===== src/hw/rtl/sprite_quad_vertex_setup_defines.svh =====
// Assertion macros for the sprite quad vertex setup block.
// Included by the modules that carry concurrent checks; no other dependencies.
`ifndef SPRITE_QUAD_VERTEX_SETUP_DEFINES_SVH
`define SPRITE_QUAD_VERTEX_SETUP_DEFINES_SVH
`ifndef NO_ASSERTIONS
`define SVS_ASSERT_IMP(label, ck, rn, ante, cons) \
    label: assert property (@(posedge ck) disable iff (!rn) (ante) |-> (cons)) \
        else $error("svs check failed");
`define SVS_ASSERT_NXT(label, ck, rn, ante, cons) \
    label: assert property (@(posedge ck) disable iff (!rn) (ante) |=> (cons)) \
        else $error("svs check failed");
`else
`define SVS_ASSERT_IMP(label, ck, rn, ante, cons)
`define SVS_ASSERT_NXT(label, ck, rn, ante, cons)
`endif
`endif


===== src/hw/rtl/svs_pkg.sv =====
// Shared types, constants and helpers for the sprite quad vertex setup block.
// No dependencies; imported by every module of the block.
package svs_pkg;

    localparam int SINE_TABLE_ENTRIES = 1024;
    localparam int SINE_ADDR_W        = $clog2(SINE_TABLE_ENTRIES);

    localparam logic [14:0] SIN_A   = 15'd25736;
    localparam logic [13:0] SIN_B   = 14'd10512;
    localparam logic [10:0] SIN_C   = 11'd1160;
    localparam logic [15:0] ONE_Q14 = 16'd16384;

    localparam int DIV_STEPS   = 16;
    localparam int DIV_CNT_W   = $clog2(DIV_STEPS);
    localparam int QUEUE_DEPTH = 2;
    localparam int QUEUE_PTR_W = $clog2(QUEUE_DEPTH);
    localparam int QUEUE_CNT_W = $clog2(QUEUE_DEPTH + 1);

    localparam logic [2:0] REG_VIEWPORT_W = 3'd0;
    localparam logic [2:0] REG_VIEWPORT_H = 3'd1;
    localparam logic [2:0] REG_TEXTURE_W  = 3'd2;
    localparam logic [2:0] REG_TEXTURE_H  = 3'd3;
    localparam logic [2:0] REG_VISIBLE    = 3'd4;

    localparam logic [12:0] RST_VIEWPORT_W = 13'd1280;
    localparam logic [12:0] RST_VIEWPORT_H = 13'd720;
    localparam logic [12:0] RST_TEXTURE_W  = 13'd256;
    localparam logic [12:0] RST_TEXTURE_H  = 13'd256;

    typedef struct packed {
        logic signed [15:0] pos_x;
        logic signed [15:0] pos_y;
        logic signed [15:0] size_x;
        logic signed [15:0] size_y;
        logic [15:0]        angle_bam;
        logic [15:0]        src_x;
        logic [15:0]        src_y;
        logic [15:0]        src_w;
        logic [15:0]        src_h;
        logic [31:0]        tint_rgba;
    } svs_in_t;

    typedef struct packed {
        logic [1:0]         corner_index;
        logic signed [15:0] ndc_x;
        logic signed [15:0] ndc_y;
        logic [15:0]        tex_u;
        logic [15:0]        tex_v;
        logic [31:0]        vertex_rgba;
        logic               last_corner;
    } svs_out_t;

    // one sprite as handed from front to back
    typedef struct packed {
        logic signed [15:0] sx;
        logic signed [15:0] sy;
        logic signed [17:0] cx2;
        logic signed [17:0] cy2;
        logic signed [15:0] sn;
        logic signed [15:0] cs;
        logic [16:0]        tx0;
        logic [16:0]        tx1;
        logic [16:0]        ty0;
        logic [16:0]        ty1;
        logic [31:0]        rgba;
    } svs_job_t;

    typedef struct packed {
        logic [16:0] dw;
        logic [16:0] dh;
        logic [12:0] tw;
        logic [12:0] th;
    } svs_cfg_t;

    typedef struct packed {
        logic               done;
        logic               ovf;
        logic               neg;
        logic signed [17:0] quo;
    } svs_div_res_t;

    function automatic logic [15:0] sat_s16(input logic signed [18:0] v);
        logic [15:0] r;
        if (v > 19'sd32767)
            r = 16'h7fff;
        else if (v < -19'sd32768)
            r = 16'h8000;
        else
            r = v[15:0];
        return r;
    endfunction

endpackage


===== src/hw/rtl/svs_divider.sv =====
// Restoring divider, one quotient bit per cycle, floor rounding, overflow flag.
// Depends on svs_pkg; quotient magnitude below 2^16 unless ovf is set.
module svs_divider (
    input  logic                     clk,
    input  logic                     rst_n,
    input  logic                     start,
    input  logic signed [35:0]       num,
    input  logic [16:0]              den,
    output svs_pkg::svs_div_res_t    res
);
    import svs_pkg::*;

    logic                 busy_reg, busy_next;
    logic                 done_reg, done_next;
    logic [DIV_CNT_W-1:0] cnt_reg;
    logic [35:0]          rem_reg, ds_reg;
    logic [15:0]          qa_reg;
    logic                 neg_reg, ovf_reg;
    logic [35:0]          mag;
    logic                 ge;
    logic signed [17:0]   qpos;

    assign mag = num[35] ? (36'd0 - num) : num;
    assign ge  = (rem_reg >= ds_reg);

    assign busy_next = start | (busy_reg & (cnt_reg != DIV_CNT_W'(DIV_STEPS - 1)));
    assign done_next = !start & (done_reg | (busy_reg & (cnt_reg == DIV_CNT_W'(DIV_STEPS - 1))));

    always_ff @(posedge clk or negedge rst_n)
    begin
        if (!rst_n)
        begin
            busy_reg <= 1'b0;
            done_reg <= 1'b0;
        end
        else
        begin
            busy_reg <= busy_next;
            done_reg <= done_next;
        end
    end

    always_ff @(posedge clk)
    begin
        if (start)
        begin
            rem_reg <= mag;
            ds_reg  <= {4'b0, den, 15'b0};
            qa_reg  <= '0;
            cnt_reg <= '0;
            neg_reg <= num[35];
            ovf_reg <= (mag >= {3'b0, den, 16'b0});
        end
        else if (busy_reg)
        begin
            rem_reg <= ge ? rem_reg - ds_reg : rem_reg;
            qa_reg  <= {qa_reg[14:0], ge};
            ds_reg  <= ds_reg >> 1;
            cnt_reg <= cnt_reg + 1'b1;
        end
    end

    // negative dividend: floor = -(q + (rem != 0))
    assign qpos     = {2'b0, qa_reg} + 18'(rem_reg != '0);
    assign res.done = done_reg;
    assign res.ovf  = ovf_reg;
    assign res.neg  = neg_reg;
    assign res.quo  = neg_reg ? (18'sd0 - qpos) : $signed({2'b0, qa_reg});

endmodule


===== src/hw/rtl/svs_back.sv =====
// Per-corner sequencer: rotation products, four dividers, saturation, output register.
// Depends on svs_pkg and svs_divider; takes jobs from the svs_front queue.
`include "sprite_quad_vertex_setup_defines.svh"
module svs_back (
    input  logic                clk,
    input  logic                rst_n,
    input  svs_pkg::svs_cfg_t   cfg,
    input  logic                q_valid,
    input  svs_pkg::svs_job_t   q_head,
    output logic                q_pop,
    output logic                vtx_valid,
    input  logic                vtx_stall,
    output svs_pkg::svs_out_t   vtx
);
    import svs_pkg::*;

    localparam logic [2:0] B_IDLE  = 3'd0;
    localparam logic [2:0] B_MUL   = 3'd1;
    localparam logic [2:0] B_START = 3'd2;
    localparam logic [2:0] B_DIV   = 3'd3;
    localparam logic [2:0] B_OUT   = 3'd4;

    logic [2:0]         state_reg, state_next;
    logic [1:0]         corner_reg, corner_next;
    svs_job_t           job_reg;
    logic               out_valid_reg, out_valid_next;
    svs_out_t           out_reg;
    logic               out_load, div_start, all_done;

    logic signed [16:0] dx, dy;
    logic signed [32:0] p_cdx_reg, p_sdy_reg, p_sdx_reg, p_cdy_reg;
    logic signed [35:0] num_x, num_y, num_u, num_v;
    logic [16:0]        tsel_u, tsel_v;
    svs_div_res_t       rx, ry, ru, rv;
    svs_out_t           vert;

    assign dx = corner_reg[0] ? {job_reg.sx[15], job_reg.sx} : -{job_reg.sx[15], job_reg.sx};
    assign dy = corner_reg[1] ? {job_reg.sy[15], job_reg.sy} : -{job_reg.sy[15], job_reg.sy};

    assign tsel_u = corner_reg[0] ? job_reg.tx1 : job_reg.tx0;
    assign tsel_v = corner_reg[1] ? job_reg.ty1 : job_reg.ty0;

    // centre is Q.5, so Q.19 after the Q1.14 scale
    assign num_x = (36'(job_reg.cx2) <<< 14) + 36'(p_cdx_reg) - 36'(p_sdy_reg)
                 + $signed({20'b0, cfg.dw[16:1]});
    assign num_y = (36'(job_reg.cy2) <<< 14) + 36'(p_sdx_reg) + 36'(p_cdy_reg)
                 + $signed({20'b0, cfg.dh[16:1]});
    assign num_u = $signed({9'b0, tsel_u, 10'b0} + {24'b0, cfg.tw[12:1]});
    assign num_v = $signed({9'b0, tsel_v, 10'b0} + {24'b0, cfg.th[12:1]});

    assign div_start = (state_reg == B_START);

    svs_divider u_div_x (.clk(clk), .rst_n(rst_n), .start(div_start),
                         .num(num_x), .den(cfg.dw), .res(rx));
    svs_divider u_div_y (.clk(clk), .rst_n(rst_n), .start(div_start),
                         .num(num_y), .den(cfg.dh), .res(ry));
    svs_divider u_div_u (.clk(clk), .rst_n(rst_n), .start(div_start),
                         .num(num_u), .den({4'b0, cfg.tw}), .res(ru));
    svs_divider u_div_v (.clk(clk), .rst_n(rst_n), .start(div_start),
                         .num(num_v), .den({4'b0, cfg.th}), .res(rv));

    assign all_done = rx.done & ry.done & ru.done & rv.done;

    always_comb
    begin
        vert.corner_index = corner_reg;
        if (rx.ovf)
            vert.ndc_x = rx.neg ? 16'sh8000 : 16'sh7fff;
        else
            vert.ndc_x = sat_s16(19'(rx.quo) - $signed({3'b0, ONE_Q14}));
        if (ry.ovf)
            vert.ndc_y = ry.neg ? 16'sh7fff : 16'sh8000;
        else
            vert.ndc_y = sat_s16($signed({3'b0, ONE_Q14}) - 19'(ry.quo));
        vert.tex_u       = ru.ovf ? 16'hffff : ru.quo[15:0];
        vert.tex_v       = rv.ovf ? 16'hffff : rv.quo[15:0];
        vert.vertex_rgba = job_reg.rgba;
        vert.last_corner = (corner_reg == 2'd3);
    end

    assign out_load       = (state_reg == B_OUT) & (!out_valid_reg | !vtx_stall);
    assign out_valid_next = out_load | (out_valid_reg & vtx_stall);
    assign q_pop          = (state_reg == B_IDLE) & q_valid;

    always_comb
    begin
        state_next  = state_reg;
        corner_next = corner_reg;
        unique case (state_reg)
            B_IDLE:
            begin
                if (q_valid)
                begin
                    state_next  = B_MUL;
                    corner_next = 2'd0;
                end
            end
            B_MUL:   state_next = B_START;
            B_START: state_next = B_DIV;
            B_DIV:
            begin
                if (all_done)
                    state_next = B_OUT;
            end
            B_OUT:
            begin
                if (out_load)
                begin
                    if (corner_reg == 2'd3)
                        state_next = B_IDLE;
                    else
                    begin
                        state_next  = B_MUL;
                        corner_next = corner_reg + 2'd1;
                    end
                end
            end
            default: state_next = B_IDLE;
        endcase
    end

    always_ff @(posedge clk or negedge rst_n)
    begin
        if (!rst_n)
        begin
            state_reg     <= B_IDLE;
            corner_reg    <= 2'd0;
            out_valid_reg <= 1'b0;
        end
        else
        begin
            state_reg     <= state_next;
            corner_reg    <= corner_next;
            out_valid_reg <= out_valid_next;
        end
    end

    always_ff @(posedge clk)
    begin
        if (q_pop)
            job_reg <= q_head;
        if (state_reg == B_MUL)
        begin
            p_cdx_reg <= job_reg.cs * dx;
            p_sdy_reg <= job_reg.sn * dy;
            p_sdx_reg <= job_reg.sn * dx;
            p_cdy_reg <= job_reg.cs * dy;
        end
        if (out_load)
            out_reg <= vert;
    end

    assign vtx_valid = out_valid_reg;
    assign vtx       = out_reg;

    `SVS_ASSERT_IMP(a_out_no_overwrite, clk, rst_n, out_load, !out_valid_reg || !vtx_stall)
    `SVS_ASSERT_NXT(a_mul_then_start, clk, rst_n, state_reg == B_MUL, state_reg == B_START)
    `SVS_ASSERT_IMP(a_pop_in_idle, clk, rst_n, q_pop, state_reg == B_IDLE && q_valid)

endmodule


===== config.mk =====
export PLATFORM = sky130hd
export DESIGN_NAME = svs_back
export DESIGN_NICKNAME = d
export VERILOG_FILES = /design/src/hw/rtl/svs_pkg.sv /design/src/hw/rtl/svs_divider.sv /design/src/hw/rtl/svs_back.sv
export VERILOG_INCLUDE_DIRS = /design/src /design/src/hw/rtl
export SDC_FILE = /design/constraint.sdc
export NUM_CORES = 2
export LEC_CHECK = 0
export BUFFER_PORTS_ARGS = -buffer_cell sky130_fd_sc_hd__buf_2
export CORE_ASPECT_RATIO = 1.4
export CORE_MARGIN = 4
export CORE_UTILIZATION = 65
export CTS_BUF_LIST = sky130_fd_sc_hd__clkbuf_4 sky130_fd_sc_hd__clkbuf_8
export DETAILED_ROUTE_END_ITERATION = 8
export PLACE_DENSITY = 0.83
export SLEW_MARGIN = 5
export SYNTH_ARGS = -nofsm -noshare
export SYNTH_HDL_FRONTEND = slang
export SYNTH_SLANG_ARGS = --single-unit
export TNS_END_PERCENT = 10

===== constraint.sdc =====
create_clock -name clk -period 84.7 [get_ports clk]
set_input_delay 25.41 -clock clk [delete_from_list [all_inputs] [get_ports clk]]
set_output_delay 25.41 -clock clk [all_outputs]
set_load 0.02 [all_outputs]

# After elaboration in Yosys (flattened, before gate mapping)
# Index checks and enable logic that the tools add are counted.
[op_classes]
add_sub_neg = 33
n_mul = 4
n_lt_le_gt_ge = 12
eq_ne = 17
mux = 49
n_bitwise = 28
n_reduce_logical = 23
[op_table]
columns = ["operator", "n"]
rows = [
  ["$mux 36", 16],
  ["$mux 16", 10],
  ["$reduce_bool 36->1", 4],
  ["$mul 16x17->33", 4],
  ["$mux 32", 4],
  ["$mux 28", 4],
  ["$add 35x17->36", 2],
  ["$ge 36x28->1", 2],
  ["$ge 36x29->1", 2],
  ["$ge 36x32->1", 2],
  ["$ge 36x33->1", 2],
  ["$sub 1x36->36 const A", 2],
  ["$sub 36x28->36", 2],
  ["$sub 36x32->36", 2],
  ["$add 32x33->34", 2],
  ["$mux 17", 4],
  ["$sub 1x28->29 const A", 2],
  ["$add 27x12->28", 2],
  ["$gt 19x16->1 const B", 2],
  ["$lt 19x16->1 const B", 2],
  ["$mux 18", 2],
  ["$sub 1x18->18 const A", 2],
  ["$add 34x33->35", 1],
  ["$sub 34x33->35", 1],
  ["other kinds (28)", 88],
]
[totals]
ff_bits = 797
input_bits = 264
output_inout_bits = 101
wordCells = 227

# Depth between registers and ports, before layout
[depth]
word_depth = 9
mapped_depth = 35
ltp_nobuf = 33

# Cells and area by module
# A second synthesis with hierarchy kept.
[hier_totals]
cells_unflattened = 10187
hier_area_um2 = 95298.9
[by_module_without_submodules]
columns = ["module", "instances", "cells_per_inst", "area_each_um2", "seq_area_each_um2"]
rows = [
  ["svs_back", 1, 6371, 63607.3, 13092.6],
  ["svs_divider (u_div_u ...)", 3, 950, 7901.3, 2402.3],
  ["svs_divider (u_div_y)", 1, 966, 7987.7, 2402.3],
]

# Worst setup path after synthesis
# No wires, ideal clock.
[synth_timing]
kind = "input to output"
start = "in q_valid"
end = "out q_pop"
arrival_ns = 46.050
required_time_ns = 59.290
slack_ns = 13.240
cell_stages = 1
path_buffers = 0
cell_sequence = "nor4b_1"
[synth_via]
elab_chain_cells = 1
[synth_lines]
columns = ["element", "line_no", "source"]
rows = [
  ["from (decl)", "svs_back.sv:8", "input logic q_valid,"],
  ["$and 1x1->1", "svs_back.sv:83", "assign q_pop = (state_reg == B_IDLE) & q_valid;"],
  ["to (decl)", "svs_back.sv:10", "output logic q_pop,"],
]
# Every way passes these cells.

# Worst setup path after layout
# Ends and elaborated chain as after synthesis.

==> summary.md <==
Hold path startpoint: job_reg[6]$_DFFE_PP_. TritonCTS built the clock tree. The worst register-to-register path begins at job_reg[168]$_DFFE_PP_. The number of antenna violations at the first check in global routing is 16, and the area growth from synthesis to layout is 7.11%. The number of setup buffers added after CTS was 0. For the pin with the worst max-slew slack, the measured transition is 1.31 ns. Once the floorplan was initialized, standard cells occupied 65.3% of the core. Counting flops and latches in the post-synthesis netlist gives 795. The logs give 0 for the number of nets with antenna violations after routing and 4 for the H-tree depth. Clock tree synthesis found a total of 795 sinks. At the worst endpoint, the required time is 59.29 ns. The run gives 0 ns as the sum of negative setup slack.

The logs give 90800 sq um for the area of the mapped netlist and 0 for the hold buffer count at CTS. The worst register-to-register path has a depth of 27. The async set-reset flop share out of synthesis is 1.76%. The tool flagged a number of max-cap violations equal to 0.

Setup repair after global routing left no endpoint under its margin. The final weighted congestion in routability-driven placement is 0.941. The number of buffer cells added on primary ports was 364. Type of the most critical hold path: flop to flop. The run gives 136 as the number of clock buffers inserted by TritonCTS. The average via count per standard cell was 5.86. Leaving out fill and tap cells, the most frequent cells in the layout are sky130_fd_sc_hd__inv_1, sky130_fd_sc_hd__fa_1, sky130_fd_sc_hd__nand2_1, sky130_fd_sc_hd__ha_1, sky130_fd_sc_hd__edfxtp_1.

The average instance area after synthesis came out at 9.51 sq um. The first global-routing pass estimated 362000 microns of wire. The run gives 0.91 ns as the clock latency at the later pin of the worst-skew pair. After the first detailed-routing iteration, the DRC count stood at 4760.

The instance count of the mapped netlist was 9547. Setup violations remaining at the end of the flow were counted as 0. The path with the worst hold slack has its endpoint at vtx[7]$_DFFE_PP_.

The final max-slew violation count is 0, and the number of nets in the layout is 11.9k. The critical path is of the input port to primary output type. The number of DRC violations after detailed routing was 0. Data arrival time of the critical path: 26.19 ns. The root buffer cell was sky130_fd_sc_hd__clkbuf_8.

The largest net degree at the start of global routing is 157, and the clock slew at the register clock pins of the worst setup and hold paths is 0.06 ns. The tools report the worst max-slew margin expressed relative to the limit as 12.6%. Along the worst path, the maximum fanout reaches 6. The placeable core region is 139000 sq um, and the combined global-route utilization of all metal layers is 30.9%.

Once the clock tree was built, the resizer swapped 0 gates to a different size. Based on the critical path, the design can be clocked at up to 0.0194 GHz. In this run the critical register-to-register path is captured at p_cdy_reg[32]$_DFFE_PP_.

The worst setup slack for register-to-register paths came out at 75.20 ns. The number of top-level pins was 365. For the detailed-route wire length, the log shows 221000 microns. After detailed routing, the average wire length per cell comes to 18.9 microns. The tools report the total global routing overflow as 0.

Via count of the first global-routing pass: 72.8k. The Yosys step of the flow raised 0 warnings. Row generation in the floorplan step produced 162 rows. Summed over all nets, the half-perimeter wirelength after detailed placement is 171000 microns.

The run gives 3 as the maximum number of buffers from clock root to sink. Counting I/O delays and the setup requirement, the final critical path takes 51.60 ns. The floorplan step set the die height to 450 microns.

The floorplan step defined a die boundary enclosing 146000 sq um. The sequential fraction of the synthesis area was 24.7%; the overall via count from detail_route was 68.4k. The worst clock skew came out at 0.0351 ns. From left edge to right edge, the die measures 324 microns. The tools report the first-pass iteration count of the detailed router as 9. The flow ran to the end, and the final reports show no timing, DRC or antenna violations.

The number of fillers in the final layout is 10.3k. The number of hold violations in the final report is 0, and the number of enable-type register cells in the synthesized netlist is 641. The register with the most flip-flops in the layout has 200 of them. Counting every net in the synthesized netlist gives 11.7k.

The fraction of layout instances using a drive strength above 1 is 8.61%. The most used flip-flop cell after synthesis is sky130_fd_sc_hd__edfxtp_1. Final worst-path cycle share: 60.9%. The worst setup path is launched from an input port. Counting instances, the worst hold path has a depth of 0.

In this run, distinct cell masters in the synthesized netlist total 108. The worst setup path is captured at a primary output. Leaving out fill and tap cells, the most frequent cell in the layout is sky130_fd_sc_hd__inv_1.
[cell usage after synthesis, types with 30 or more instances]
cell type,count,area [sq um]
sky130_fd_sc_hd__a31oi_1,48,300
sky130_fd_sc_hd__nor2_1,535,2010
sky130_fd_sc_hd__clkbuf_1,326,1220
sky130_fd_sc_hd__o211ai_1,37,278
sky130_fd_sc_hd__ha_1,668,8360
sky130_fd_sc_hd__mux2i_1,153,1530
sky130_fd_sc_hd__nor3_1,101,505
sky130_fd_sc_hd__xor2_1,190,1660
sky130_fd_sc_hd__o21ai_0,282,1410
sky130_fd_sc_hd__or3_1,44,275
sky130_fd_sc_hd__nand2b_1,78,488
sky130_fd_sc_hd__nor2b_1,95,594
sky130_fd_sc_hd__and2_1,521,3260
sky130_fd_sc_hd__or2_2,60,375
sky130_fd_sc_hd__a211oi_1,30,225
sky130_fd_sc_hd__a21oi_1,395,1980
sky130_fd_sc_hd__o21bai_1,43,323
sky130_fd_sc_hd__fa_1,1181,23600
sky130_fd_sc_hd__o21a_1,50,375
sky130_fd_sc_hd__nor4_1,54,338
sky130_fd_sc_hd__dfxtp_1,140,2800
sky130_fd_sc_hd__nand2_1,910,3420
sky130_fd_sc_hd__edfxtp_1,641,19200
sky130_fd_sc_hd__buf_1,32,120
sky130_fd_sc_hd__and3_1,53,332
sky130_fd_sc_hd__a21o_1,132,991
sky130_fd_sc_hd__inv_1,1788,6710
sky130_fd_sc_hd__nand3_1,140,701
sky130_fd_sc_hd__nand4_1,69,432
sky130_fd_sc_hd__xnor2_1,302,2650
[worst max path at each step]
stage / startpoint / endpoint / slack (ns)
2_1_floorplan: q_valid / q_pop / 13.24
3_3_place_gp: q_valid / q_pop / 33.06
3_5_place_dp: q_valid / q_pop / 33.09
4_1_cts: q_valid / q_pop / 33.08
5_1_grt: q_valid / q_pop / 33.04
6_report: q_valid / q_pop / 33.10
[kinds of logic after synthesis]
kind of cell | after synthesis | share of synthesized area (%)
AO/OA/AOI/OAI | 1306 | 9.37
AND/OR/NAND/NOR | 2762 | 15.0
XOR/XNOR | 493 | 4.76
multiplexers | 167 | 1.86
flip-flops | 795 | 24.7
buffers and inverters | 2175 | 9.05
adder cells (fa/ha/maj) | 1849 | 35.2
[critical path: stages]
cell                      delay, ns
sky130_fd_sc_hd__buf_2         0.10
sky130_fd_sc_hd__nor4b_2       0.24
sky130_fd_sc_hd__buf_4         0.25
sky130_fd_sc_hd__buf_2         0.19
[per-layer routing]
metal / routed length [microns] / vias up / GRT usage [%]
met5: 92 / - / 0
met4: 16400 / 14 / 19.5
met3: 14000 / 821 / 4.69
met2: 111000 / 2541 / 53.9
met1: 79300 / 33771 / 35.4
li1: - / 31262 / -
[final cells by class]
type | count | area, sq um | area share, %
diodes | 10 | 25.0 | 0.0257
clock buffers | 183 | 2320 | 2.38
clock inverters | 67 | 582 | 0.598
inverters | 1790 | 6730 | 6.92
multi-input cells | 6577 | 60400 | 62.1
flip-flops and latches | 795 | 22400 | 23.0
well taps | 1804 | 2260 | 2.32
repair buffers | 455 | 2500 | 2.58
[per-stage QoR]
step / hold slack, ns / cells / area (sq um) / worst slack, ns / util (%)
floorplan: 0.400 / 9547 / 90800 / 13.24 / -
global placement: 0.400 / 11421 / 94300 / 33.06 / 67.8
detailed placement: 0.405 / 11421 / 94300 / 33.09 / 67.8
CTS: 0.412 / 11671 / 97200 / 33.08 / 69.9
global route: 0.424 / 11676 / 97200 / 33.04 / 69.9
finish: 0.413 / 11681 / 97200 / 33.10 / 69.9
Power is not shown: default switching activity piles up to over one toggle a cycle in this logic, so the estimate is an artifact.
