### src/hw/rtl/sprite_quad_vertex_setup_defines.svh
// Assertion macros for the sprite quad vertex setup block.
// Included by the modules that carry concurrent checks; no other dependencies.
`ifndef SPRITE_QUAD_VERTEX_SETUP_DEFINES_SVH
`define SPRITE_QUAD_VERTEX_SETUP_DEFINES_SVH
`ifndef NO_ASSERTIONS
`define SVS_ASSERT_IMP(label, ck, rn, ante, cons) \
    label: assert property (@(posedge ck) disable iff (!rn) (ante) |-> (cons)) \
        else $error("svs check failed");
`define SVS_ASSERT_NXT(label, ck, rn, ante, cons) \
    label: assert property (@(posedge ck) disable iff (!rn) (ante) |=> (cons)) \
        else $error("svs check failed");
`else
`define SVS_ASSERT_IMP(label, ck, rn, ante, cons)
`define SVS_ASSERT_NXT(label, ck, rn, ante, cons)
`endif
`endif

### src/hw/rtl/svs_pkg.sv
// Shared types, constants and helpers for the sprite quad vertex setup block.
// No dependencies; imported by every module of the block.
package svs_pkg;

    localparam int SINE_TABLE_ENTRIES = 1024;
    localparam int SINE_ADDR_W        = $clog2(SINE_TABLE_ENTRIES);

    localparam logic [14:0] SIN_A   = 15'd25736;
    localparam logic [13:0] SIN_B   = 14'd10512;
    localparam logic [10:0] SIN_C   = 11'd1160;
    localparam logic [15:0] ONE_Q14 = 16'd16384;

    localparam int DIV_STEPS   = 16;
    localparam int DIV_CNT_W   = $clog2(DIV_STEPS);
    localparam int QUEUE_DEPTH = 2;
    localparam int QUEUE_PTR_W = $clog2(QUEUE_DEPTH);
    localparam int QUEUE_CNT_W = $clog2(QUEUE_DEPTH + 1);

    localparam logic [2:0] REG_VIEWPORT_W = 3'd0;
    localparam logic [2:0] REG_VIEWPORT_H = 3'd1;
    localparam logic [2:0] REG_TEXTURE_W  = 3'd2;
    localparam logic [2:0] REG_TEXTURE_H  = 3'd3;
    localparam logic [2:0] REG_VISIBLE    = 3'd4;

    localparam logic [12:0] RST_VIEWPORT_W = 13'd1280;
    localparam logic [12:0] RST_VIEWPORT_H = 13'd720;
    localparam logic [12:0] RST_TEXTURE_W  = 13'd256;
    localparam logic [12:0] RST_TEXTURE_H  = 13'd256;

    typedef struct packed {
        logic signed [15:0] pos_x;
        logic signed [15:0] pos_y;
        logic signed [15:0] size_x;
        logic signed [15:0] size_y;
        logic [15:0]        angle_bam;
        logic [15:0]        src_x;
        logic [15:0]        src_y;
        logic [15:0]        src_w;
        logic [15:0]        src_h;
        logic [31:0]        tint_rgba;
    } svs_in_t;

    typedef struct packed {
        logic [1:0]         corner_index;
        logic signed [15:0] ndc_x;
        logic signed [15:0] ndc_y;
        logic [15:0]        tex_u;
        logic [15:0]        tex_v;
        logic [31:0]        vertex_rgba;
        logic               last_corner;
    } svs_out_t;

    // one sprite as handed from front to back
    typedef struct packed {
        logic signed [15:0] sx;
        logic signed [15:0] sy;
        logic signed [17:0] cx2;
        logic signed [17:0] cy2;
        logic signed [15:0] sn;
        logic signed [15:0] cs;
        logic [16:0]        tx0;
        logic [16:0]        tx1;
        logic [16:0]        ty0;
        logic [16:0]        ty1;
        logic [31:0]        rgba;
    } svs_job_t;

    typedef struct packed {
        logic [16:0] dw;
        logic [16:0] dh;
        logic [12:0] tw;
        logic [12:0] th;
    } svs_cfg_t;

    typedef struct packed {
        logic               done;
        logic               ovf;
        logic               neg;
        logic signed [17:0] quo;
    } svs_div_res_t;

    function automatic logic [15:0] sat_s16(input logic signed [18:0] v);
        logic [15:0] r;
        if (v > 19'sd32767)
            r = 16'h7fff;
        else if (v < -19'sd32768)
            r = 16'h8000;
        else
            r = v[15:0];
        return r;
    endfunction

endpackage

### src/hw/rtl/svs_front.sv
// Request intake: visibility filter, sine/cosine lookup and the job queue.
// Depends on svs_pkg; drives the svs_sine_rom read ports and feeds svs_back through the queue.
`include "sprite_quad_vertex_setup_defines.svh"
module svs_front (
    input  logic                            clk,
    input  logic                            rst_n,
    input  logic                            req_valid,
    output logic                            req_stall,
    input  svs_pkg::svs_in_t                req,
    input  logic                            visible,
    output logic                            rom_rd_en,
    output logic [svs_pkg::SINE_ADDR_W-1:0] rom_addr_a,
    output logic [svs_pkg::SINE_ADDR_W-1:0] rom_addr_b,
    input  logic signed [15:0]              rom_data_a,
    input  logic signed [15:0]              rom_data_b,
    input  logic                            rom_busy,
    output logic                            q_valid,
    output svs_pkg::svs_job_t               q_head,
    input  logic                            q_pop
);
    import svs_pkg::*;

    svs_job_t             q_mem_reg [QUEUE_DEPTH];
    logic [QUEUE_PTR_W-1:0] wr_ptr_reg, wr_ptr_next, rd_ptr_reg, rd_ptr_next;
    logic [QUEUE_CNT_W-1:0] q_count_reg, q_count_next;
    logic                 q_full;

    logic                 f_valid_reg, f_valid_next;
    svs_in_t              f_item_reg;
    logic                 accept, push;
    logic [15:0]          cos_angle;
    svs_job_t             job;

    assign q_full    = (q_count_reg == QUEUE_CNT_W'(QUEUE_DEPTH));
    assign q_valid   = (q_count_reg != '0);
    assign q_head    = q_mem_reg[rd_ptr_reg];

    assign req_stall = rom_busy | (f_valid_reg & q_full);
    assign accept    = req_valid & !req_stall;
    assign push      = f_valid_reg & !q_full;

    assign cos_angle  = req.angle_bam + 16'h4000;
    assign rom_rd_en  = accept & visible;
    assign rom_addr_a = req.angle_bam[15 -: SINE_ADDR_W];
    assign rom_addr_b = cos_angle[15 -: SINE_ADDR_W];

    always_comb
    begin
        job.sx   = f_item_reg.size_x;
        job.sy   = f_item_reg.size_y;
        job.cx2  = {f_item_reg.pos_x[15], f_item_reg.pos_x, 1'b0}
                 + {{2{f_item_reg.size_x[15]}}, f_item_reg.size_x};
        job.cy2  = {f_item_reg.pos_y[15], f_item_reg.pos_y, 1'b0}
                 + {{2{f_item_reg.size_y[15]}}, f_item_reg.size_y};
        job.sn   = rom_data_a;
        job.cs   = rom_data_b;
        job.tx0  = {1'b0, f_item_reg.src_x};
        job.tx1  = {1'b0, f_item_reg.src_x} + {1'b0, f_item_reg.src_w};
        job.ty0  = {1'b0, f_item_reg.src_y};
        job.ty1  = {1'b0, f_item_reg.src_y} + {1'b0, f_item_reg.src_h};
        job.rgba = f_item_reg.tint_rgba;
    end

    assign f_valid_next = rom_rd_en | (f_valid_reg & !push);
    assign wr_ptr_next  = push  ? wr_ptr_reg + 1'b1 : wr_ptr_reg;
    assign rd_ptr_next  = q_pop ? rd_ptr_reg + 1'b1 : rd_ptr_reg;
    assign q_count_next = q_count_reg + QUEUE_CNT_W'(push) - QUEUE_CNT_W'(q_pop);

    always_ff @(posedge clk or negedge rst_n)
    begin
        if (!rst_n)
        begin
            f_valid_reg <= 1'b0;
            wr_ptr_reg  <= '0;
            rd_ptr_reg  <= '0;
            q_count_reg <= '0;
        end
        else
        begin
            f_valid_reg <= f_valid_next;
            wr_ptr_reg  <= wr_ptr_next;
            rd_ptr_reg  <= rd_ptr_next;
            q_count_reg <= q_count_next;
        end
    end

    always_ff @(posedge clk)
    begin
        if (rom_rd_en)
            f_item_reg <= req;
        if (push)
            q_mem_reg[wr_ptr_reg] <= job;
    end

    `SVS_ASSERT_IMP(a_no_accept_in_fill, clk, rst_n, accept, !rom_busy)
    `SVS_ASSERT_IMP(a_queue_bound, clk, rst_n, 1'b1, q_count_reg <= QUEUE_CNT_W'(QUEUE_DEPTH))
    `SVS_ASSERT_NXT(a_queue_grow, clk, rst_n, push && !q_pop, q_count_reg == $past(q_count_reg) + 1'b1)

endmodule

### config.mk
export PLATFORM = sky130hd
export DESIGN_NAME = svs_front
export DESIGN_NICKNAME = d
export VERILOG_FILES = /design/src/hw/rtl/svs_pkg.sv /design/src/hw/rtl/svs_front.sv
export VERILOG_INCLUDE_DIRS = /design/src /design/src/hw/rtl
export SDC_FILE = /design/constraint.sdc
export NUM_CORES = 1
export LEC_CHECK = 0
export BUFFER_PORTS_ARGS = -buffer_cell sky130_fd_sc_hd__buf_2
export CAP_MARGIN = 20
export CELL_PAD_IN_SITES_DETAIL_PLACEMENT = 0
export CELL_PAD_IN_SITES_GLOBAL_PLACEMENT = 1
export CORE_ASPECT_RATIO = 1.25
export CORE_MARGIN = 2
export CORE_UTILIZATION = 30
export CTS_CLUSTER_DIAMETER = 150
export CTS_CLUSTER_SIZE = 16
export DETAILED_ROUTE_END_ITERATION = 7
export GPL_ROUTABILITY_DRIVEN = 0
export MAX_ROUTING_LAYER = met4
export PLACE_DENSITY = 0.66
export SYNTH_ARGS = -nofsm -noshare
export SYNTH_HDL_FRONTEND = slang
export SYNTH_SLANG_ARGS = --single-unit
### constraint.sdc
create_clock -name clk -period 16.7 [get_ports clk]
set_clock_uncertainty 0.05 [all_clocks]
set_input_delay 2.505 -clock clk [delete_from_list [all_inputs] [get_ports clk]]
set_output_delay 2.505 -clock clk [all_outputs]
set_load 0.02 [all_outputs]
# After elaboration in Yosys (flattened, before gate mapping)
# Memory sizes are Yosys's and may differ from the RTL's.
# Cells that the tools add are included.
dict set report word_totals {
  ramBits 396
  mem_count 1
  latch_bits 0
  inputBits 214
  out_inout_bits 223
  regBits 165
  mem_bits_ro 0
}
# name depth width rd rd_clocked_by_memory_dff wr line
set memory_table {}
lappend memory_table {q_mem_reg 2 198 1 0 1 svs_front.sv:23} ;# svs_job_t q_mem_reg [QUEUE_DEPTH];
dict set report op_classes {
  order_cmp 0
  n_mux 2
  eq_ne 1
  multipliers 0
  div_mod_pow 0
  add_sub_neg 9
  bitwise 7
  n_reduce_logical 4
  shift 0
}
# cell n
set ops {}
lappend ops {{$add A17 B16 Y18} 2}
lappend ops {{$add A16 B16 Y17} 2}
lappend ops {{$add A16 B15 Y16 const B} 1}
lappend ops {{$and A1 B1 Y1} 5}
lappend ops {{$logic_not A1 Y1} 3}
lappend ops {{$add A1 B1 Y1 const B} 2}
lappend ops {{$add A2 B1 Y2} 1}
lappend ops {{$eq A2 B2 Y1 const B} 1}
lappend ops {{$mux W1} 2}
lappend ops {{$or A1 B1 Y1} 2}
lappend ops {{$reduce_bool A2 Y1} 1}
lappend ops {{$sub A2 B1 Y2} 1}

# Depth between registers and ports, before layout
# Gate-level depths: netlist (run 1).
dict set report depth {
  ltp_word 7
  mapped_depth 8
  ltp_nobuf 8
}

# Worst setup path before layout (run 1)
# OpenSTA, ideal clock, no wires.
dict set report synth_path {
  kind {input-to-output}
  start {in rom_busy}
  end {out rom_rd_en}
  path_slack_ns 4.451
  t_arrival_ns 9.694
  cell_stages 2
  cell_sequence {nand2b_1 nor2_1}
}
dict set report synth_via {
  elab_chain_len 4
}
# element line
set synth_rtl {}
lappend synth_rtl {{start: declaration} svs_front.sv:16} ;# input logic rom_busy,
lappend synth_rtl {{$or A1 B1 Y1} svs_front.sv:38} ;# assign req_stall = rom_busy | (f_valid_reg & q_full);
lappend synth_rtl {{$logic_not A1 Y1} svs_front.sv:39} ;# assign accept = req_valid & !req_stall;
lappend synth_rtl {{$and A1 B1 Y1} svs_front.sv:39}
lappend synth_rtl {{$and A1 B1 Y1} svs_front.sv:43} ;# assign rom_rd_en = accept & visible;
lappend synth_rtl {{end: declaration} svs_front.sv:11} ;# output logic rom_rd_en,
# Every way passes these cells.

==> flow_metrics.py, run 1 <==
metrics = {
    "die": {
        "coreArea_um2": 73500,
        "floorplan.io_pins": 437,
        "die_y_um": 309,
        "design.die.area_um2": 76700,
        "floorplan.initialDensity_pct": 30.4,
        "dieWidth_um": 248,
        "fp-row-count": 111,
    },
    "worst_setup_path": {
        "max_stage_delay_ns": 1.00,
        "worstPathMaxFanout": 70,
        "setup.worst_path.start_class": "flop",
        "endpoint_arrival_time_on_the_critical_path_ns": 3.27,
        "critPathSlowestCell": "sky130_fd_sc_hd__dfrtp_4",
        "cp.required_ns": 14.15,
        "worst-path-buf-inv": 2,
        "critical_path_type": "reg -> out",
        "crit_family": "buffers and inverters",
        "kind_of_end_point_of_the_critical_path": "output pin",
        "timing.critical_path.cells": "buf_4 > mux2_2 > buf_2",
    },
    "clock_network": {
        "post_cts_resized": 0,
        "tritoncts_num_sinks": 557,
        "tritoncts.num_buffers": 40,
        "cts_tree": "built",
        "holdBufCountCts": 0,
        "clock_latency_ns": 0.57,
        "cts-root-to-sink-buffers": 3,
        "cts-htree-levels": 2,
        "post_cts.repair.setup_buffers": 0,
        "clock_tree.root_cell": "sky130_fd_sc_hd__clkbuf_16",
        "worst_setup_hold_path_clk_slew_ns": 0.07,
    },
    "synthesis": {
        "post-synth-top-count-cell": "sky130_fd_sc_hd__edfxtp_1",
        "synth_top_flop_cell": "sky130_fd_sc_hd__edfxtp_1",
        "async_flop_share_pct": 0.898,
        "synth_warnings": 0,
        "ys_top_cells_by_area": "sky130_fd_sc_hd__edfxtp_1 (74%), sky130_fd_sc_hd__mux2_2 (9.9%), sky130_fd_sc_hd__ha_1 (3.7%), sky130_fd_sc_hd__xnor2_1 (1.3%), sky130_fd_sc_hd__a21oi_1 (1.1%)",
        "postSynthRegisterBits": 557,
        "avgSynthCellArea_um2": 18.1,
        "synth_enable_flop_cells": 552,
        "synth_cell_type_count": 66,
        "yosys.area.top_type_share_pct": 74.2,
        "syn_area_um2": 22300,
        "synth_top_cell_by_area": "sky130_fd_sc_hd__edfxtp_1",
        "synth.yosys.seq_area_share_pct": 74.8,
        "synth.cells.most_frequent": "sky130_fd_sc_hd__edfxtp_1 (552), sky130_fd_sc_hd__mux2_2 (197), sky130_fd_sc_hd__ha_1 (66), sky130_fd_sc_hd__a21oi_1 (51), sky130_fd_sc_hd__nor2_1 (34)",
        "syn_inst": 1232,
    },
    "layout": {
        "fillers": 6974,
        "largest_register_ffs": 392,
        "final_core_util_pct": 36.1,
        "register_cell_area_after_layout_um2": 16700,
        "final_cell_area_um2": 26500,
        "post_route_cells_drive_above_1_share_pct": 40.5,
        "finalNetCount": 1928,
        "multiInputGateArea_um2": 5290,
        "syn2layout_area_growth_pct": 18.7,
    },
    "detailed_routing": {
        "routedWlPerCell_um": 19.2,
        "detail_route.drc_violations": 0,
        "dr_total_vias": 11900,
        "detail_route.first_pass.iterations": 5,
        "final_antenna_net_count": 0,
        "total_routed_length_um": 50400,
        "dr.first_iter.drc_count": 535,
        "avgViaCountPerCell": 4.55,
    },
    "placed_design": {
        "io_buffers": 404,
        "post_dp_area_um2": 25400,
        "dpl.hpwl_um": 34500,
        "placement.setup.worst_slack_ns": 11.03,
    },
    "power_and_ir_drop": {
        "max-vdd-ir-drop_v": 0.0000877,
        "cellLeakagePower_nw": 9.52,
        "total_power_w": 0.00357,
        "power.density_nw_per_um2": 135,
    },
    "global_routing": {
        "grt.total_usage_pct": 13.1,
        "antenna_violations_before_repair": 16,
        "grt_pass1_wl_um": 73800,
        "grt_start_max_net_pins": 122,
        "overflow_left_after_global_routing": 0,
        "first_global_vias": 12400,
    },
    "timing": {
        "final.setup.tns_ns": 0,
        "grt_setup_unrepaired": "no",
        "fin_crit_sh_pct": 34.9,
        "max-slew-margin-rel_pct": 28.7,
        "min_period_ns": 5.83,
        "worst_slack_ns": 10.87,
        "setup_viol": 0,
        "final_hold_viol_count": 0,
        "maxClockFrequency_mhz": 172,
        "report.final.slew_viol_count": 0,
        "timing_worst_slew_pin_value_ns": 1.06,
    },
    "hold_path": {
        "hold_class": "reg -> reg",
    },
    "status": {
        "status": "complete, no violations",
    },
    "run": {
        "max_cap_viol_count": 0,
    },
}
final timing paths:
check	cells past startpoint	from	slack, ns	end
max	3	rd_ptr_reg$_DFFE_PN0P_	10.87	q_head[78]
min	0	f_item_reg[6]$_DFFE_PP_	0.40	q_mem_reg[0][6]$_DFFE_PP_
max reg2reg	8	f_item_reg[113]$_DFFE_PP_	13.63	q_mem_reg[1][143]$_DFFE_PP_
min reg2reg	0	f_item_reg[6]$_DFFE_PP_	0.40	q_mem_reg[0][6]$_DFFE_PP_
max in group asynchronous	1	rst_n	14.75	rd_ptr_reg$_DFFE_PN0P_
min in group asynchronous	1	rst_n	1.69	f_valid_reg$_DFF_PN0_
cell type report:
cell class / instances / share of cell area (%)
Antenna cell: 15 / 0.142
Clock buffer: 49 / 3.98
Clock inverter: 1 / 0.0189
Inverter: 27 / 0.382
Multi-Input combinational cell: 603 / 19.9
Sequential cell: 557 / 63.0
Tap cell: 960 / 4.53
Timing Repair Buffer: 415 / 7.99
cells by family after synthesis:
logic type / synth area share (%)
DFF: 74.8
other: 0.0168
adders and majority gates: 4.06
AOI/OAI and AO/OA: 4.84
buffers and inverters: 1.65
muxes: 9.98
and+or+nand+nor: 2.75
xor gates and xnor gates: 1.92
layer usage:
metal	GRT usage [%]	up-vias	wire (um)	share of wire, %
met3	3.99	79	4150	8.2
li1	-	5626	-	-
met4	4.50	0	1510	3.0
met1	14.8	5919	19700	39
met5	-	-	0	0
met2	21.9	323	25000	50
power breakdown:
group / switching, W / leakage [nW] / internal (W) / total (W)
Clock: 0.000449 / 0.519 / 0.000442 / 0.000891
Sequential: 0.0000622 / 5.09 / 0.00168 / 0.00174
Combinational: 0.000567 / 3.91 / 0.000366 / 0.000934
Total: 0.00108 / 9.52 / 0.00249 / 0.00357
placed cells by master, fill, tap and decap left out, types with 4 or more instances in the layout:
cell                        instances
sky130_fd_sc_hd__edfxtp_1         552
sky130_fd_sc_hd__buf_2            404
sky130_fd_sc_hd__mux2_2           197
sky130_fd_sc_hd__ha_1              66
sky130_fd_sc_hd__a21oi_1           51
sky130_fd_sc_hd__clkbuf_16         41
sky130_fd_sc_hd__xnor2_1           33
sky130_fd_sc_hd__nor2_1            32
sky130_fd_sc_hd__inv_1             27
sky130_fd_sc_hd__o21ai_0           26
sky130_fd_sc_hd__a21o_1            20
sky130_fd_sc_hd__xor2_1            16
sky130_fd_sc_hd__diode_2           15
sky130_fd_sc_hd__nand2_1           15
sky130_fd_sc_hd__nand3_1           14
sky130_fd_sc_hd__nor3_1            10
sky130_fd_sc_hd__o21bai_1          10
sky130_fd_sc_hd__buf_4             10
sky130_fd_sc_hd__o21a_1             8
sky130_fd_sc_hd__clkbuf_1           8
sky130_fd_sc_hd__nand2b_1           7
sky130_fd_sc_hd__nand4_1            7
sky130_fd_sc_hd__and3_1             7
sky130_fd_sc_hd__a211oi_1           6
sky130_fd_sc_hd__nor2b_1            6
sky130_fd_sc_hd__a31oi_1            6
sky130_fd_sc_hd__or2_2              4
sky130_fd_sc_hd__o21ai_1            4
sky130_fd_sc_hd__fa_1               4
sky130_fd_sc_hd__dfrtp_1            4
metrics by stage:
stage	hold WS, ns	cells
global placement	0.374	2562
detailed placement	0.380	2562
floorplan	0.371	1233
CTS	0.396	2612
finish	0.396	2627
global route	0.410	2623
Power figures use the tool's default switching activity.
==> run 2, diff against run 1 <==
- PLACE_DENSITY: 0.66 -> 0.68
- clock period: 16.7 -> 4.85 ns (I/O delays scaled with it)
==> run 2 against run 1 <==
Via count fell by 0.49%. Non-clock buffer count rose by 4. Clock power rose to 3.4 times the previous value. Critical path depth did not move. Combinational power rose to 3.5 times the previous value. Worst hold slack got worse by 0.12 ns. Sequential power rose to 3.4 times the previous value. First-iteration DRC count rose by 5.4%. Utilization rose by 0.16 points. Total power rose to 3.5 times the previous value.
==> flow_metrics.py, run 2 (same netlist as run 1, synthesis figures left out) <==
metrics = {
    "global_routing": {
        "grt_pass1_wl_um": 74100,
        "grt.total_usage_pct": 13.2,
        "antenna_violations_before_repair": 14,
        "overflow_left_after_global_routing": 0,
        "grt_start_max_net_pins": 66,
        "first_global_vias": 12500,
    },
    "power_and_ir_drop": {
        "total_power_w": 0.0123,
        "max-vdd-ir-drop_v": 0.000296,
        "power.density_nw_per_um2": 463,
        "cellLeakagePower_nw": 9.56,
    },
    "worst_setup_path": {
        "worstPathMaxFanout": 53,
        "max_stage_delay_ns": 0.97,
        "critical_path_type": "reg -> out",
        "timing.critical_path.cells": "buf_4 > mux2_2 > buf_2",
        "cp.required_ns": 4.07,
        "setup.worst_path.start_class": "flop",
        "endpoint_arrival_time_on_the_critical_path_ns": 2.68,
        "critPathSlowestCell": "sky130_fd_sc_hd__dfrtp_4",
        "kind_of_end_point_of_the_critical_path": "output pin",
    },
    "clock_network": {
        "post_cts_resized": 0,
        "tritoncts.num_buffers": 40,
        "cts-root-to-sink-buffers": 3,
        "clock_tree.root_cell": "sky130_fd_sc_hd__clkbuf_16",
        "tritoncts_num_sinks": 557,
        "cts_tree": "built",
        "cts-htree-levels": 2,
        "worst_setup_hold_path_clk_slew_ns": 0.09,
        "clock_latency_ns": 0.57,
    },
    "run": {
        "max_cap_viol_count": 0,
    },
    "timing": {
        "worst_slack_ns": 1.39,
        "min_period_ns": 3.46,
        "fin_crit_sh_pct": 71.3,
        "max-slew-margin-rel_pct": 30.4,
        "setup_viol": 0,
        "final.setup.tns_ns": 0,
        "final_hold_viol_count": 0,
        "report.final.slew_viol_count": 0,
        "grt_setup_unrepaired": "no",
        "maxClockFrequency_mhz": 289,
        "timing_worst_slew_pin_value_ns": 1.04,
    },
    "placed_design": {
        "post_dp_area_um2": 25500,
        "dpl.hpwl_um": 35300,
        "placement.setup.worst_slack_ns": 1.80,
        "io_buffers": 404,
    },
    "layout": {
        "syn2layout_area_growth_pct": 19.2,
        "finalNetCount": 1932,
        "post_route_cells_drive_above_1_share_pct": 40.6,
        "layout.cells.most_common_list": "sky130_fd_sc_hd__edfxtp_1 (552), sky130_fd_sc_hd__buf_2 (404), sky130_fd_sc_hd__mux2_2 (197)",
        "fillers": 6911,
        "layout.cells.most_common": "sky130_fd_sc_hd__edfxtp_1",
        "largest_register_ffs": 392,
        "final_cell_area_um2": 26600,
    },
    "die": {
        "floorplan.initialDensity_pct": 30.4,
        "die_y_um": 309,
        "floorplan.io_pins": 437,
        "design.die.area_um2": 76700,
        "fp-row-count": 111,
        "dieWidth_um": 248,
        "coreArea_um2": 73500,
    },
    "detailed_routing": {
        "detail_route.first_pass.iterations": 4,
        "final_antenna_net_count": 0,
        "avgViaCountPerCell": 4.52,
        "dr_total_vias": 11900,
        "detail_route.drc_violations": 0,
        "total_routed_length_um": 50600,
        "routedWlPerCell_um": 19.2,
        "dr.first_iter.drc_count": 564,
    },
    "status": {
        "status": "complete, no violations",
    },
    "hold_path": {
        "hold_class": "in -> reg",
    },
}
## run 2: power by group
part / switching, W / internal, W / total [W]
Clock: 0.00155 / 0.00152 / 0.00307
Combinational: 0.00198 / 0.00129 / 0.00327
Sequential: 0.000203 / 0.00579 / 0.00599
Total: 0.00373 / 0.00860 / 0.0123
## run 2: timing repair
| action | in CTS | in global routing |
|---|---|---|
| hold buffers | 1 | 0 |
| endpoints found under the hold margin | 5 | 0 |
| setup buffers | 0 | 0 |
## run 2: layer usage
layer | wire length [um] | track usage, %
met1 | 20100 | 15.3
met2 | 25300 | 21.9
met3 | 3690 | 3.64
met4 | 1520 | 4.55
met5 | 0 | -
## run 2: layout make-up
type	count	area, um2	area share, %
timing repair buffer	419	2240	8.40
tap	960	1200	4.51
sequential	557	16700	62.7
antenna	13	32.5	0.122
clock inverter	1	5.00	0.0188
inverter	27	101	0.381
multi-input combinational	603	5290	19.9
clock buffer	49	1060	3.97
## run 2: final timing paths
path                                      startpoint                          end  slack [ns]  cells past startpoint
max in group asynchronous                      rst_n       rd_ptr_reg$_DFFE_PN0P_        4.11                      2
min reg2reg                 f_item_reg[26]$_DFFE_PP_   q_mem_reg[0][26]$_DFFE_PP_        0.37                      0
max reg2reg                f_item_reg[113]$_DFFE_PP_  q_mem_reg[1][143]$_DFFE_PP_        1.84                      8
min in group asynchronous                      rst_n       rd_ptr_reg$_DFFE_PN0P_        0.49                      2
min                                          req[29]     f_item_reg[29]$_DFFE_PP_        0.27                      1
max                           rd_ptr_reg$_DFFE_PN0P_                  q_head[171]        1.39                      3
## run 2: per-stage QoR
stage,instances,hold WS [ns],util [%]
global placement,2565,0.372,34.7
floorplan,1233,0.371,-
detailed placement,2565,0.380,34.7
global route,2628,0.231,36.2
CTS,2616,0.207,36.2
finish,2629,0.273,36.2
## run 2: worst max-delay path, delay by kind of cell, from the launching register on
family                 cells  cell delay (ns)
multiplexers               1             0.40
buffers and inverters      2             0.74
flip-flops                 1             0.97
==> run 3, diff against run 2 <==
- PLACE_DENSITY: 0.68 -> 0.66
- clock period: 4.85 -> 3.6 ns (I/O delays scaled with it)
==> run 3 against run 2 <==
Wire length grew 1.3%. Critical path depth grew 5. Clock power grew 36%. Count of clock-buffer cells in the layout is the same. Non-clock buffer count grew 3. Utilization grew 0.082 points. Sequential share of layout area shrank 0.14 points. Total power grew 36%. Final cell count grew 0.34%. Sequential cell count is the same. Combinational power grew 40%. Highest routed layer unchanged. Global-route usage grew 0.14 points.
==> flow_metrics.py, run 3 (same netlist as run 1, synthesis figures left out) <==
metrics = {
    "status": {
        "status": "complete, no violations",
    },
    "placed_design": {
        "post_dp_area_um2": 25600,
        "place.detailed.instances": 2568,
        "dpl.hpwl_um": 35300,
        "io_buffers": 404,
    },
    "layout": {
        "syn2layout_area_growth_pct": 19.5,
        "largest_register_ffs": 392,
        "finalNetCount": 1935,
        "fillers": 6926,
        "post_route_cells_drive_above_1_share_pct": 40.9,
        "final_cell_area_um2": 26700,
        "layout.cells.non_filler": 2638,
        "layout.cells.most_common": "sky130_fd_sc_hd__edfxtp_1",
        "layout.cells.most_common_list": "sky130_fd_sc_hd__edfxtp_1 (552), sky130_fd_sc_hd__buf_2 (404), sky130_fd_sc_hd__mux2_2 (197)",
    },
    "worst_setup_path": {
        "critical_path_type": "reg -> reg",
        "worst-r2r-cell-count": 8,
        "endpoint_arrival_time_on_the_critical_path_ns": 3.23,
        "timing.rr.start": "f_item_reg[80]$_DFFE_PP_",
        "worst_setup_path_endpoint": "q_mem_reg[1][81]$_DFFE_PP_",
        "timing.critical_path.cells": "ha_1 > fa_1 > a21oi_1 > o21ai_1 > a2111oi_2 > or2_1 > a21oi_1 > a211o_1",
        "setup.worst_path.start_class": "flop",
        "worstPathMaxFanout": 3,
        "critPathSlowestCell": "sky130_fd_sc_hd__a2111oi_2",
        "critical_path.startpoint": "f_item_reg[80]$_DFFE_PP_",
        "r2r-end": "q_mem_reg[1][81]$_DFFE_PP_",
        "cp.required_ns": 3.87,
        "max_stage_delay_ns": 0.54,
        "kind_of_end_point_of_the_critical_path": "flop",
        "worst-r2r-setup-slack_ns": 0.65,
        "worst_path_most_repeated_cell": "sky130_fd_sc_hd__a21oi_1",
    },
    "timing": {
        "report.final.slew_viol_count": 0,
        "max-slew-margin-rel_pct": 44.0,
        "final_hold_viol_count": 0,
        "min_period_ns": 2.95,
        "hold-worst-slack_ns": 0.0649,
        "timing_worst_slew_pin_value_ns": 0.840,
        "fin_crit_sh_pct": 82.1,
        "grt_setup_unrepaired": "no",
        "setup_viol": 0,
        "maxClockFrequency_mhz": 338,
    },
    "clock_network": {
        "post_cts_resized": 0,
        "clock_tree.root_cell": "sky130_fd_sc_hd__clkbuf_16",
        "holdBufCountCts": 1,
        "tritoncts.num_buffers": 40,
        "worst_setup_hold_path_clk_slew_ns": 0.08,
        "cts-htree-levels": 2,
        "cts_tree": "built",
        "cts-root-to-sink-buffers": 3,
        "tritoncts_num_sinks": 557,
        "clock_latency_ns": 0.59,
        "post_cts.repair.setup_buffers": 0,
    },
    "global_routing": {
        "overflow_left_after_global_routing": 0,
        "first_global_vias": 12300,
        "grt_pass1_wl_um": 74200,
        "antenna_violations_before_repair": 18,
        "grt_start_max_net_pins": 100,
        "grt.total_usage_pct": 13.3,
    },
    "detailed_routing": {
        "detail_route.drc_violations": 0,
        "detail_route.first_pass.iterations": 4,
        "routedWlPerCell_um": 19.4,
        "total_routed_length_um": 51200,
        "final_antenna_net_count": 0,
        "dr_total_vias": 12000,
        "dr.first_iter.drc_count": 565,
        "avgViaCountPerCell": 4.55,
    },
    "die": {
        "die_y_um": 309,
        "floorplan.io_pins": 437,
        "dieWidth_um": 248,
        "fp-row-count": 111,
        "coreArea_um2": 73500,
        "design.die.area_um2": 76700,
        "floorplan.initialDensity_pct": 30.4,
    },
    "power_and_ir_drop": {
        "cellLeakagePower_nw": 9.59,
        "power.density_nw_per_um2": 627,
        "max-vdd-ir-drop_v": 0.000416,
    },
    "hold_path": {
        "holdCritStartpoint": "req[157]",
        "hold_class": "in -> reg",
    },
    "run": {
        "max_cap_viol_count": 0,
    },
}
==> run 3: metrics by stage <==
step / setup slack [ns] / total power, W / setup TNS (ns) / utilization, %
after floorplan: -0.359 / 0.0112 / -76.43 / -
after global placement: 0.642 / 0.0128 / 0 / 34.8
after detailed placement: 0.619 / 0.0128 / 0 / 34.8
after CTS: 0.618 / 0.0171 / 0 / 36.3
after global routing: 0.491 / 0.0175 / 0 / 36.3
final: 0.646 / 0.0167 / 0 / 36.3
==> run 3: cell type report <==
type	count	area, um2	share of cell area [%]
well taps	960	1200	4.50
multi-input cells	603	5300	19.8
flip-flops and latches	557	16700	62.6
diodes	17	42.5	0.159
inverters	27	101	0.380
clock inverters	3	22.5	0.0844
repair buffers	422	2260	8.47
clock buffers	49	1060	3.96
==> run 3: power by group <==
group          internal (W)  leakage [nW]  total [W]  switching, W
Sequential          0.00780          5.09    0.00795      0.000156
Clock               0.00206         0.528    0.00418       0.00212
Combinational       0.00177          3.98    0.00459       0.00282
==> run 3: critical path, delay by kind of cell (launching register included) <==
family	cells	cell delay (ns)
AO/OA/AOI/OAI	5	1.30
flip-flops	1	0.41
AND/OR/NAND/NOR	1	0.27
adder cells (fa/ha/maj)	2	0.68
==> run 3: metal layers <==
metal	GRT usage [%]	part of all wire (%)	wire, um
met5	-	0	0
met4	4.73	3.0	1540
met3	4.64	8.4	4300
met2	22.2	50	25600
met1	14.7	39	19800
==> run 3: how the worst min path moves through the flow <==
stage,to,slack [ns],cells after the start
after global placement,rd_ptr_reg$_DFFE_PN0P_,0.32,1
final,f_item_reg[157]$_DFFE_PP_,0.06,1
after CTS,f_item_reg[149]$_DFFE_PP_,0.009,1
after detailed placement,f_valid_reg$_DFF_PN0_,0.32,1
after floorplan,f_valid_reg$_DFF_PN0_,0.19,0
after global routing,f_item_reg[147]$_DFFE_PP_,0.02,1
